**config.mk**
```make
export PLATFORM = sky130hd
export DESIGN_NAME = zipmap_stream_parser
export DESIGN_NICKNAME = d
export VERILOG_FILES = /design/src/rtl/core/zsp_pkg.sv /design/src/rtl/core/zipmap_stream_parser.sv
export SDC_FILE = /design/constraint.sdc
export NUM_CORES = 1
export LEC_CHECK = 0
export ABC_AREA = 1
export BUFFER_PORTS_ARGS = -buffer_cell sky130_fd_sc_hd__clkbuf_2
export CAP_MARGIN = 20
export CORE_MARGIN = 1.5
export CORE_UTILIZATION = 45
export DETAILED_ROUTE_END_ITERATION = 16
export HOLD_SLACK_MARGIN = 0.12
export SLEW_MARGIN = 20
export SYNTH_ARGS = -nofsm -noshare
export SYNTH_HDL_FRONTEND = slang
export SYNTH_SLANG_ARGS = --single-unit
export TNS_END_PERCENT = 100
```
**constraint.sdc**
```tcl
create_clock -name clk -period 1.98 [get_ports clk]
set_input_delay 0.297 -clock clk [delete_from_list [all_inputs] [get_ports clk]]
set_output_delay 0.297 -clock clk [all_outputs]
set_load 0.1 [all_outputs]
```
**src/rtl/core/zsp_pkg.sv**
```systemverilog
// Package for the zipmap stream parser.
// Holds the length prefix marks and the result record type; no dependencies.
package zsp_pkg;

    localparam logic [7:0] END_MARK = 8'hff;
    localparam logic [7:0] BIG_MARK = 8'hfd;

    typedef struct packed {
        logic [7:0] out_byte;
        logic       is_value;
        logic       last_of_string;
        logic       empty_string;
        logic       map_end;
        logic       bad_prefix;
    } result_t;

endpackage

```
**src/rtl/core/zipmap_stream_parser.sv**
```systemverilog
// Zipmap stream parser top level: input register, prefix/payload decode, result register.
// Depends on zsp_pkg.
//
// Takes one byte per cycle while in_stall is low and gives at most one result per
// byte, held first in the input register and then in the result register. The
// phase, 32-bit remaining length, extended-length byte index and free-byte count
// are updated in the single decode step between those two registers, so bytes
// stream back to back. in_stall rises only when a result waits in the output
// register under out_stall while a byte also waits in the input register.
// A byte with map_start set is a count byte and restarts parsing from any phase.
module zipmap_stream_parser
    import zsp_pkg::*;
(
    input  logic       clk,
    input  logic       rst_n,
    input  logic       in_valid,
    output logic       in_stall,
    input  logic [7:0] in_byte,
    input  logic       map_start,
    output logic       out_valid,
    input  logic       out_stall,
    output logic [7:0] out_byte,
    output logic       is_value,
    output logic       last_of_string,
    output logic       empty_string,
    output logic       map_end,
    output logic       bad_prefix
);

    localparam logic [3:0] PH_IDLE     = 4'd0;
    localparam logic [3:0] PH_KEY_LEN  = 4'd1;
    localparam logic [3:0] PH_KEY_EXT  = 4'd2;
    localparam logic [3:0] PH_KEY_DATA = 4'd3;
    localparam logic [3:0] PH_VAL_LEN  = 4'd4;
    localparam logic [3:0] PH_VAL_EXT  = 4'd5;
    localparam logic [3:0] PH_FREE     = 4'd6;
    localparam logic [3:0] PH_VAL_DATA = 4'd7;
    localparam logic [3:0] PH_PAD      = 4'd8;

    logic        s1_valid_reg;
    logic [7:0]  s1_byte_reg;
    logic        s1_start_reg;

    logic [3:0]  phase_reg, phase_next;
    logic [31:0] remaining_reg, remaining_next;
    logic [1:0]  ext_idx_reg, ext_idx_next;
    logic [7:0]  free_left_reg, free_left_next;

    logic        out_valid_reg;
    result_t     out_reg;
    result_t     res;
    logic        res_valid;
    logic        adv;
    logic [31:0] ext_val;
    logic        last;

    assign adv      = !out_valid_reg || !out_stall;
    assign in_stall = s1_valid_reg && !adv;

    always_ff @(posedge clk or negedge rst_n)
    begin
        if (!rst_n)
        begin
            s1_valid_reg <= 1'b0;
        end
        else if (!in_stall)
        begin
            s1_valid_reg <= in_valid;
        end
    end

    always_ff @(posedge clk)
    begin
        if (in_valid && !in_stall)
        begin
            s1_byte_reg  <= in_byte;
            s1_start_reg <= map_start;
        end
    end

    always_comb
    begin
        ext_val = remaining_reg;
        case (ext_idx_reg)
            2'd0:    ext_val[7:0]   = s1_byte_reg;
            2'd1:    ext_val[15:8]  = s1_byte_reg;
            2'd2:    ext_val[23:16] = s1_byte_reg;
            default: ext_val[31:24] = s1_byte_reg;
        endcase
    end

    assign last = (remaining_reg <= 32'd1);

    always_comb
    begin
        phase_next     = phase_reg;
        remaining_next = remaining_reg;
        ext_idx_next   = ext_idx_reg;
        free_left_next = free_left_reg;
        res            = '0;
        res_valid      = 1'b0;
        if (s1_start_reg)
        begin
            phase_next     = PH_KEY_LEN;
            remaining_next = '0;
            ext_idx_next   = '0;
            free_left_next = '0;
        end
        else
        begin
            unique case (phase_reg)
                PH_IDLE:
                begin
                end
                PH_KEY_LEN:
                begin
                    if (s1_byte_reg < BIG_MARK)
                    begin
                        remaining_next = {24'd0, s1_byte_reg};
                        if (s1_byte_reg == 8'd0)
                        begin
                            phase_next       = PH_VAL_LEN;
                            res.empty_string = 1'b1;
                            res_valid        = 1'b1;
                        end
                        else
                        begin
                            phase_next = PH_KEY_DATA;
                        end
                    end
                    else if (s1_byte_reg == BIG_MARK)
                    begin
                        remaining_next = '0;
                        ext_idx_next   = '0;
                        phase_next     = PH_KEY_EXT;
                    end
                    else
                    begin
                        phase_next = PH_IDLE;
                        res_valid  = 1'b1;
                        if (s1_byte_reg == END_MARK)
                        begin
                            res.map_end = 1'b1;
                        end
                        else
                        begin
                            res.bad_prefix = 1'b1;
                        end
                    end
                end
                PH_KEY_EXT:
                begin
                    remaining_next = ext_val;
                    ext_idx_next   = ext_idx_reg + 2'd1;
                    if (ext_idx_reg == 2'd3)
                    begin
                        if (ext_val == 32'd0)
                        begin
                            phase_next       = PH_VAL_LEN;
                            res.empty_string = 1'b1;
                            res_valid        = 1'b1;
                        end
                        else
                        begin
                            phase_next = PH_KEY_DATA;
                        end
                    end
                end
                PH_KEY_DATA:
                begin
                    remaining_next     = last ? 32'd0 : remaining_reg - 32'd1;
                    res.out_byte       = s1_byte_reg;
                    res.last_of_string = last;
                    res_valid          = 1'b1;
                    if (last)
                    begin
                        phase_next = PH_VAL_LEN;
                    end
                end
                PH_VAL_LEN:
                begin
                    if (s1_byte_reg < BIG_MARK)
                    begin
                        remaining_next = {24'd0, s1_byte_reg};
                        phase_next     = PH_FREE;
                    end
                    else if (s1_byte_reg == BIG_MARK)
                    begin
                        remaining_next = '0;
                        ext_idx_next   = '0;
                        phase_next     = PH_VAL_EXT;
                    end
                    else
                    begin
                        phase_next     = PH_IDLE;
                        res.is_value   = 1'b1;
                        res.bad_prefix = 1'b1;
                        res_valid      = 1'b1;
                    end
                end
                PH_VAL_EXT:
                begin
                    remaining_next = ext_val;
                    ext_idx_next   = ext_idx_reg + 2'd1;
                    if (ext_idx_reg == 2'd3)
                    begin
                        phase_next = PH_FREE;
                    end
                end
                PH_FREE:
                begin
                    free_left_next = s1_byte_reg;
                    if (remaining_reg == 32'd0)
                    begin
                        phase_next       = (s1_byte_reg == 8'd0) ? PH_KEY_LEN : PH_PAD;
                        res.is_value     = 1'b1;
                        res.empty_string = 1'b1;
                        res_valid        = 1'b1;
                    end
                    else
                    begin
                        phase_next = PH_VAL_DATA;
                    end
                end
                PH_VAL_DATA:
                begin
                    remaining_next     = last ? 32'd0 : remaining_reg - 32'd1;
                    res.out_byte       = s1_byte_reg;
                    res.is_value       = 1'b1;
                    res.last_of_string = last;
                    res_valid          = 1'b1;
                    if (last)
                    begin
                        phase_next = (free_left_reg == 8'd0) ? PH_KEY_LEN : PH_PAD;
                    end
                end
                PH_PAD:
                begin
                    if (free_left_reg <= 8'd1)
                    begin
                        free_left_next = '0;
                        phase_next     = PH_KEY_LEN;
                    end
                    else
                    begin
                        free_left_next = free_left_reg - 8'd1;
                    end
                end
                default:
                begin
                    phase_next = PH_IDLE;
                end
            endcase
        end
    end

    // advance parser state once per transaction leaving the input register
    always_ff @(posedge clk or negedge rst_n)
    begin
        if (!rst_n)
        begin
            phase_reg     <= PH_IDLE;
            remaining_reg <= '0;
            ext_idx_reg   <= '0;
            free_left_reg <= '0;
            out_valid_reg <= 1'b0;
        end
        else if (adv)
        begin
            out_valid_reg <= s1_valid_reg && res_valid;
            if (s1_valid_reg)
            begin
                phase_reg     <= phase_next;
                remaining_reg <= remaining_next;
                ext_idx_reg   <= ext_idx_next;
                free_left_reg <= free_left_next;
            end
        end
    end

    always_ff @(posedge clk)
    begin
        if (adv && s1_valid_reg)
        begin
            out_reg <= res;
        end
    end

    assign out_valid      = out_valid_reg;
    assign out_byte       = out_reg.out_byte;
    assign is_value       = out_reg.is_value;
    assign last_of_string = out_reg.last_of_string;
    assign empty_string   = out_reg.empty_string;
    assign map_end        = out_reg.map_end;
    assign bad_prefix     = out_reg.bad_prefix;

    a_end_alone: assert property (@(posedge clk) disable iff (!rst_n)
        out_valid_reg && out_reg.map_end |->
            !out_reg.bad_prefix && !out_reg.empty_string && !out_reg.last_of_string)
        else $error("map end result carries other marks");

    a_empty_clean: assert property (@(posedge clk) disable iff (!rst_n)
        out_valid_reg && out_reg.empty_string |->
            out_reg.out_byte == 8'd0 && !out_reg.last_of_string)
        else $error("empty string result carries payload");

    a_end_idle: assert property (@(posedge clk) disable iff (!rst_n)
        adv && s1_valid_reg && res_valid && (res.map_end || res.bad_prefix) |=>
            phase_reg == PH_IDLE)
        else $error("parser not idle after map end or bad prefix");

    a_ext_idx: assert property (@(posedge clk) disable iff (!rst_n)
        ext_idx_reg != 2'd0 |-> phase_reg == PH_KEY_EXT || phase_reg == PH_VAL_EXT)
        else $error("extended length index outside length phase");

endmodule

```
[Yosys cells after proc, flatten, opt, wreduce, memory -nomap -nowiden]
Cells that the tools add are included.
Word-level totals
  register bits after elaboration: 70
  input port bits: 13
  output and inout bits: 15
  word-level logic and storage cells: 121
Operators by class
  $add $sub $neg: 3
  magnitude comparators: 3
  equal/unequal tests: 22
  multiplexer cells: 49
  bitwise logic cells: 2
  reduce and logical (&&, ||, !) cells: 28
Operators by type and width (count)
  two-way mux 32 bit: 4
  one-hot mux 32 bit (3 select lines): 1
  logical NOT 32 bit: 2
  two-way mux 8 bit: 6
  two-way mux 4 bit: 11
  one-hot mux 4 bit (9 select lines): 1
  <= comparator 32 x 1 -> 1 bit (second input constant): 1
  subtractor 32 x 1 -> 32 bit (second input constant): 1
  != test 3 bit (second input constant): 6
  == test 4 x 3 -> 1 bit (second input constant): 4
  == test 8 bit (second input constant): 2
  logical NOT 8 bit: 2
  one-hot mux 8 bit (2 select lines): 1
  two-way mux 1 bit: 13
  two-way mux 3 bit: 3
  == test 4 x 2 -> 1 bit (second input constant): 2
  <= comparator 8 x 1 -> 1 bit (second input constant): 1
  less-than comparator 8 bit (second input constant): 1
  two-way mux 2 bit: 4
  AND reduction 8 bit: 1
  OR reduction 2 bit: 4
  subtractor 8 x 1 -> 8 bit (second input constant): 1
  one-hot mux 1 bit (3 select lines): 2
  nonzero test 3 bit: 2
  23 further kinds: 31

[Logic depth before layout (Yosys ltp)]
  word-level depth: 9
  depth in mapped cells: 14
  depth with buffers taken out: 14

[Worst setup path after synthesis]
Ideal clock, no wire load.
  kind: flip-flop to flip-flop
  start point: reg out_valid_reg (netlist: out_valid)
  end point: reg s1_byte_reg[0] (enable)
  arrival time: 2824 ps
  required time: 1702 ps
  path slack: -1122 ps
  stages on the path, launching flop included: 6
  path buffers: 0
  period minus slack after synthesis: 3102 ps
  cells stage by stage: dfrtp_1 -> nand2_1 -> nor2_1 -> inv_1 -> nand2_1 -> inv_1
On the way
  cells in the longest elaborated chain, start to end: 6
RTL lines
  start, declared: RTL line zipmap_stream_parser.sv:49  | logic out_valid_reg;
  start signal, assigned: RTL line zipmap_stream_parser.sv:270  | out_valid_reg <= s1_valid_reg && res_valid;
  logical NOT 1 bit: RTL line zipmap_stream_parser.sv:57  | assign adv = !out_valid_reg || !out_stall;
  logical OR 1 bit: RTL line zipmap_stream_parser.sv:57
  logical NOT 1 bit: RTL line zipmap_stream_parser.sv:58  | assign in_stall = s1_valid_reg && !adv;
  logical AND 1 bit: RTL line zipmap_stream_parser.sv:58
  net in_stall: RTL line zipmap_stream_parser.sv:17  | output logic in_stall,
  logical NOT 1 bit: RTL line zipmap_stream_parser.sv:74  | if (in_valid && !in_stall)
  logical AND 1 bit: RTL line zipmap_stream_parser.sv:74
  end signal, assigned: RTL line zipmap_stream_parser.sv:76  | s1_byte_reg <= in_byte;
  end, declared: RTL line zipmap_stream_parser.sv:41  | logic [7:0] s1_byte_reg;
The timed path passes the listed nets, and every way through them passes these cells.
A chain may end at the register's enable or synchronous reset.

[Final worst setup path]
  start point: reg ext_idx_reg[0]
  end point: reg out_reg (netlist bit empty_string), data pin
On the way
  cells in the longest elaborated chain, start to end: 7
  elaborated cells between the ends (all ways): 13
  those cells by class: eq/ne (3); mux (7); reduce/logical (3)
RTL lines
  start, declared: RTL line zipmap_stream_parser.sv:46  | logic [1:0] ext_idx_reg, ext_idx_next;
  start signal, assigned: RTL line zipmap_stream_parser.sv:275  | ext_idx_reg <= ext_idx_next;
  == test 2 bit, or another cell as far along: RTL line zipmap_stream_parser.sv:84  | case (ext_idx_reg)
  OR reduction 3 bit (no source line)
  two-way mux 8 bit: RTL line zipmap_stream_parser.sv:84
  logical NOT 32 bit: RTL line zipmap_stream_parser.sv:157  | if (ext_val == 32'd0)
  two-way mux 1 bit: RTL line zipmap_stream_parser.sv:157
  two-way mux 1 bit *: RTL line zipmap_stream_parser.sv:155  | if (ext_idx_reg == 2'd3)
  one-hot mux 1 bit (3 select lines) *: RTL line zipmap_stream_parser.sv:111  | unique case (phase_reg)
  end signal, assigned: RTL line zipmap_stream_parser.sv:285  | out_reg <= res;
  end, declared: RTL line zipmap_stream_parser.sv:50  | result_t out_reg;
Mark *: on every way between the ends. The rest lies on a longest branch, timed or not.

==> impl_metrics.csv <==
group,metric,value,unit
synthesis,synth_compound_area_share,10.7,%
global_routing,grt_max_degree,32,
synthesis,synth.largest_area_cell,"dfrtp_1",
setup_path,rrSetupSlack,-0.13,ns
setup_path,critPathBufInv,3,
setup_path,max_stage_delay,0.47,ns
synthesis,synth_commonest_cells,"nand2_1, nor2_1, inv_1",
timing,fin_worst_skew,0.00724,ns
pwr,p_per_area,1600,nW/um^2
place,gp_congestion,1.01,
place,post-place-ws,-0.314,ns
timing,worst_slew_pin_slew,0.545,ns
synthesis,synth.net_count,794,
hold_path,min_from,"in_byte[6]",
synthesis,ys.flop_type,"dfrtp_1",
cells_and_area,num-fill-cells,944,
timing,setup_viol,5,
timing,tns,-0.242,ns
cells_and_area,regArea,1870,sq um
synthesis,synth-edff-count,22,
global_routing,overflow,0,
setup_path,reg2reg_depth,12,
synthesis,synthArstFlopShare,68.6,%
global_routing,grt_pass1_vias,5608,
run_status,violations,"setup timing",
synthesis,yosysUniqueCellTypes,34,
synthesis,synth_cells,769,
clock_tree,tritoncts.num_buffers,9,
setup_path,endpoint_kind,"flop",
setup_path,cp-startpoint,"ext_idx_reg[0]",
timing,rsz0062_at_grt,"true",
timing,hold_viol_final,0,
hold_path,hold_class,"in2reg",
timing,drv_slew,0,
pwr,vdd_drop_max,0.847,mV
setup_path,slowest_stage,"dfrtp_2",
setup_path,cp_data_arrival_time,2.32,ns
job,cap_violations,0,
floorplan,rows,38,
floorplan,ios,28,
synthesis,synth_top_area_share,23.6,%
synthesis,synth_mux_area_share,0,%
synthesis,synth_xor_area_share,4.81,%
timing,fin_crit_sh,106,%
pwr,leakage,3.73,nW
clock_tree,htreeDepth,3,
setup_path,reg2reg_from,"ext_idx_reg[0]",
setup_path,crit_path_max_fanout,7,
synthesis,yosysWarnings,0,
floorplan,die-area,12000,sq um
clock_tree,cts_tree,"done",
place,port_buffers,27,
floorplan,core_region_area,10900,sq um
route,drc_errors,0,
setup_path,cp_cell_sequence,"clkinv_4 > ha_4 > buf_12 > o21ai_4 > nand2_1 > nor2_2 > nand2_2 > nor2_4 > nand4_1 > nand3_1 > nand2_2 > inv_2",
synthesis,ys_ff_latch,70,
timing,slew_headroom,63.8,%
floorplan,start_util,46.6,%
synthesis,yosys.area_share.simple,38.0,%
timing,fmax,475,MHz
synthesis,yosysMostFrequentCell,"nand2_1",
clock_tree,clock_sinks,70,
hold_path,hold_path_depth,1,
clock_tree,clk_path_buf_depth,2,
global_routing,antenna_found_initial,0,
setup_path,worstSetupStartpointType,"flop",
synthesis,synth_area_leaders,"dfrtp_1, nand2_1, edfxtp_1",
route,routed_wl,18.9,mm
cells_and_area,multi_input_area,3230,sq um
route,drt-vias-per-instance,5.44,
cells_and_area,drive_gt1_share,30.7,%
synthesis,synth_fa_ha_area_share,2.94,%
global_routing,grt_util_all_layers,31.5,%
clock_tree,clk_pin_slew,0.06,ns
cells_and_area,largest_reg_flops,32,
hold_path,whs_endpoint,"s1_byte_reg[6]",
timing,timing.final.ws_setup,-0.127,ns
timing,fin_crit,2.11,ns
synthesis,synth_top_family_by_area,"simple AND/OR/NAND/NOR gates",
route,vias,5954,
run_status,run_status,"finished with violations",
setup_path,cpMostUsedCell,"nand2_2",
setup_path,required,2.19,ns
route,wl_per_cell,17.3,um
setup_path,criticalPathCategory,"reg2reg",
floorplan,die_h,109,um
route,drtAntennaViolNets,0,
synthesis,seq_area_frac_synth,36.5,%
synthesis,syn_avg_cell_area,6.63,sq um
cells_and_area,syn_to_final_growth,43.1,%
route,first_pass_iters,5,
global_routing,grt_pass1_wl,28.0,mm
cells_and_area,nets,973,
place,post-dp-hpwl,13.3,mm
timing,finalHoldWorstSlack,0.126,ns
route,drtIter0Drc,529,
setup_path,r2r_end,"empty_string",
synthesis,synth_area,5100,sq um
clock_tree,cts_root_buffer,"clkbuf_16",
clock_tree,clkLatencyLatePin,0.34,ns
floorplan,die_w,109,um
setup_path,path_delay_family,"simple AND/OR/NAND/NOR gates",
==> cell families (layout without fill, tap and decap cells) <==
logic type,after synthesis,count (layout)
flip-flops,70,70
adder cells (fa/ha/maj),12,12
XOR/XNOR,28,28
other,0,1
AND/OR/NAND/NOR,474,475
buffers and inverters,87,270
AO/OA/AOI/OAI,98,98
==> routing by layer <==
metal / track usage [%] / share of wire [%]
met2: 48.7 / 44
met5: 0 / 0
met3: 5.22 / 7.8
met1: 43.3 / 45
met4: 13.6 / 2.8
==> worst max path at each step <==
stage	slack (ns)	cells past startpoint	end
floorplan	0.07	5	s1_byte_reg[0]
global placement	-0.27	12	empty_string
detailed placement	-0.31	12	empty_string
CTS	-0.03	12	empty_string
global route	-0.25	12	empty_string
finish	-0.13	12	empty_string
==> power by group <==
part	internal, mW	total (mW)	leakage [nW]	switching [mW]
Clock	0.984	1.65	0.147	0.665
Combinational	3.18	8.07	2.72	4.88
Sequential	1.77	1.98	0.872	0.207
==> worst register-to-register path: cells and delay by family, from the launching register on <==
| family | cells | cell delay [ns] |
|---|---|---|
| fa+ha+maj | 1 | 0.22 |
| flops | 1 | 0.47 |
| buf+inv | 3 | 0.32 |
| simple gates | 7 | 0.82 |
| compound gates | 1 | 0.17 |
==> area by class of cell <==
| class | count | share of cell area [%] |
|---|---|---|
| timing repair inverter | 1 | 0.103 |
| clock buffer | 10 | 3.14 |
| timing repair buffer | 181 | 19.6 |
| sequential | 70 | 25.6 |
| clock inverter | 6 | 0.960 |
| antenna | 1 | 0.0343 |
| inverter | 72 | 3.91 |
| tap | 140 | 2.40 |
| multi-input combinational | 613 | 44.3 |
==> cells in the final DEF, fill, tap and decap left out, types with 4 or more instances in the layout <==
cell type and n:
nor2_1 89, ha_2 5, nand2_1 254, nand4_1 9, a22oi_1 5, edfxtp_1 22, or2_2 4, inv_2 9
nor2_4 14, dlygate4sd3_1 4, nand2_2 12, nor2_2 28, clkinv_4 4, clkbuf_2 27, xor2_1 24, nor3_1 9
buf_12 5, o22ai_1 20, buf_6 4, clkbuf_16 12, o21ai_4 4, nand3_1 44, o21ai_0 35, buf_4 137
dfrtp_1 45, inv_1 58, a21oi_1 10, xnor2_1 4, ha_4 4, o21ai_1 14
==> metrics by stage <==
stage          instances  util (%)  instance area, sq um  total power, mW
2_1_floorplan        769         -                  5120             5.82
3_3_place_gp        1052      57.9                  6340             8.51
3_5_place_dp        1052      57.9                  6340             8.52
4_1_cts             1072      62.1                  6790             10.5
5_1_grt             1093      66.7                  7290             12.4
6_report            1094      66.7                  7300             11.7
==> repair_timing <==
action,CTS,global route
gates resized for setup,38,91
hold buffers,1,3
gates cloned,2,4
buffers inserted,1,14
pin swaps,2,31
endpoints found under the setup margin,38,43
hold endpoints to repair,15,3
Note: power is estimated with default switching activity, not from simulation.
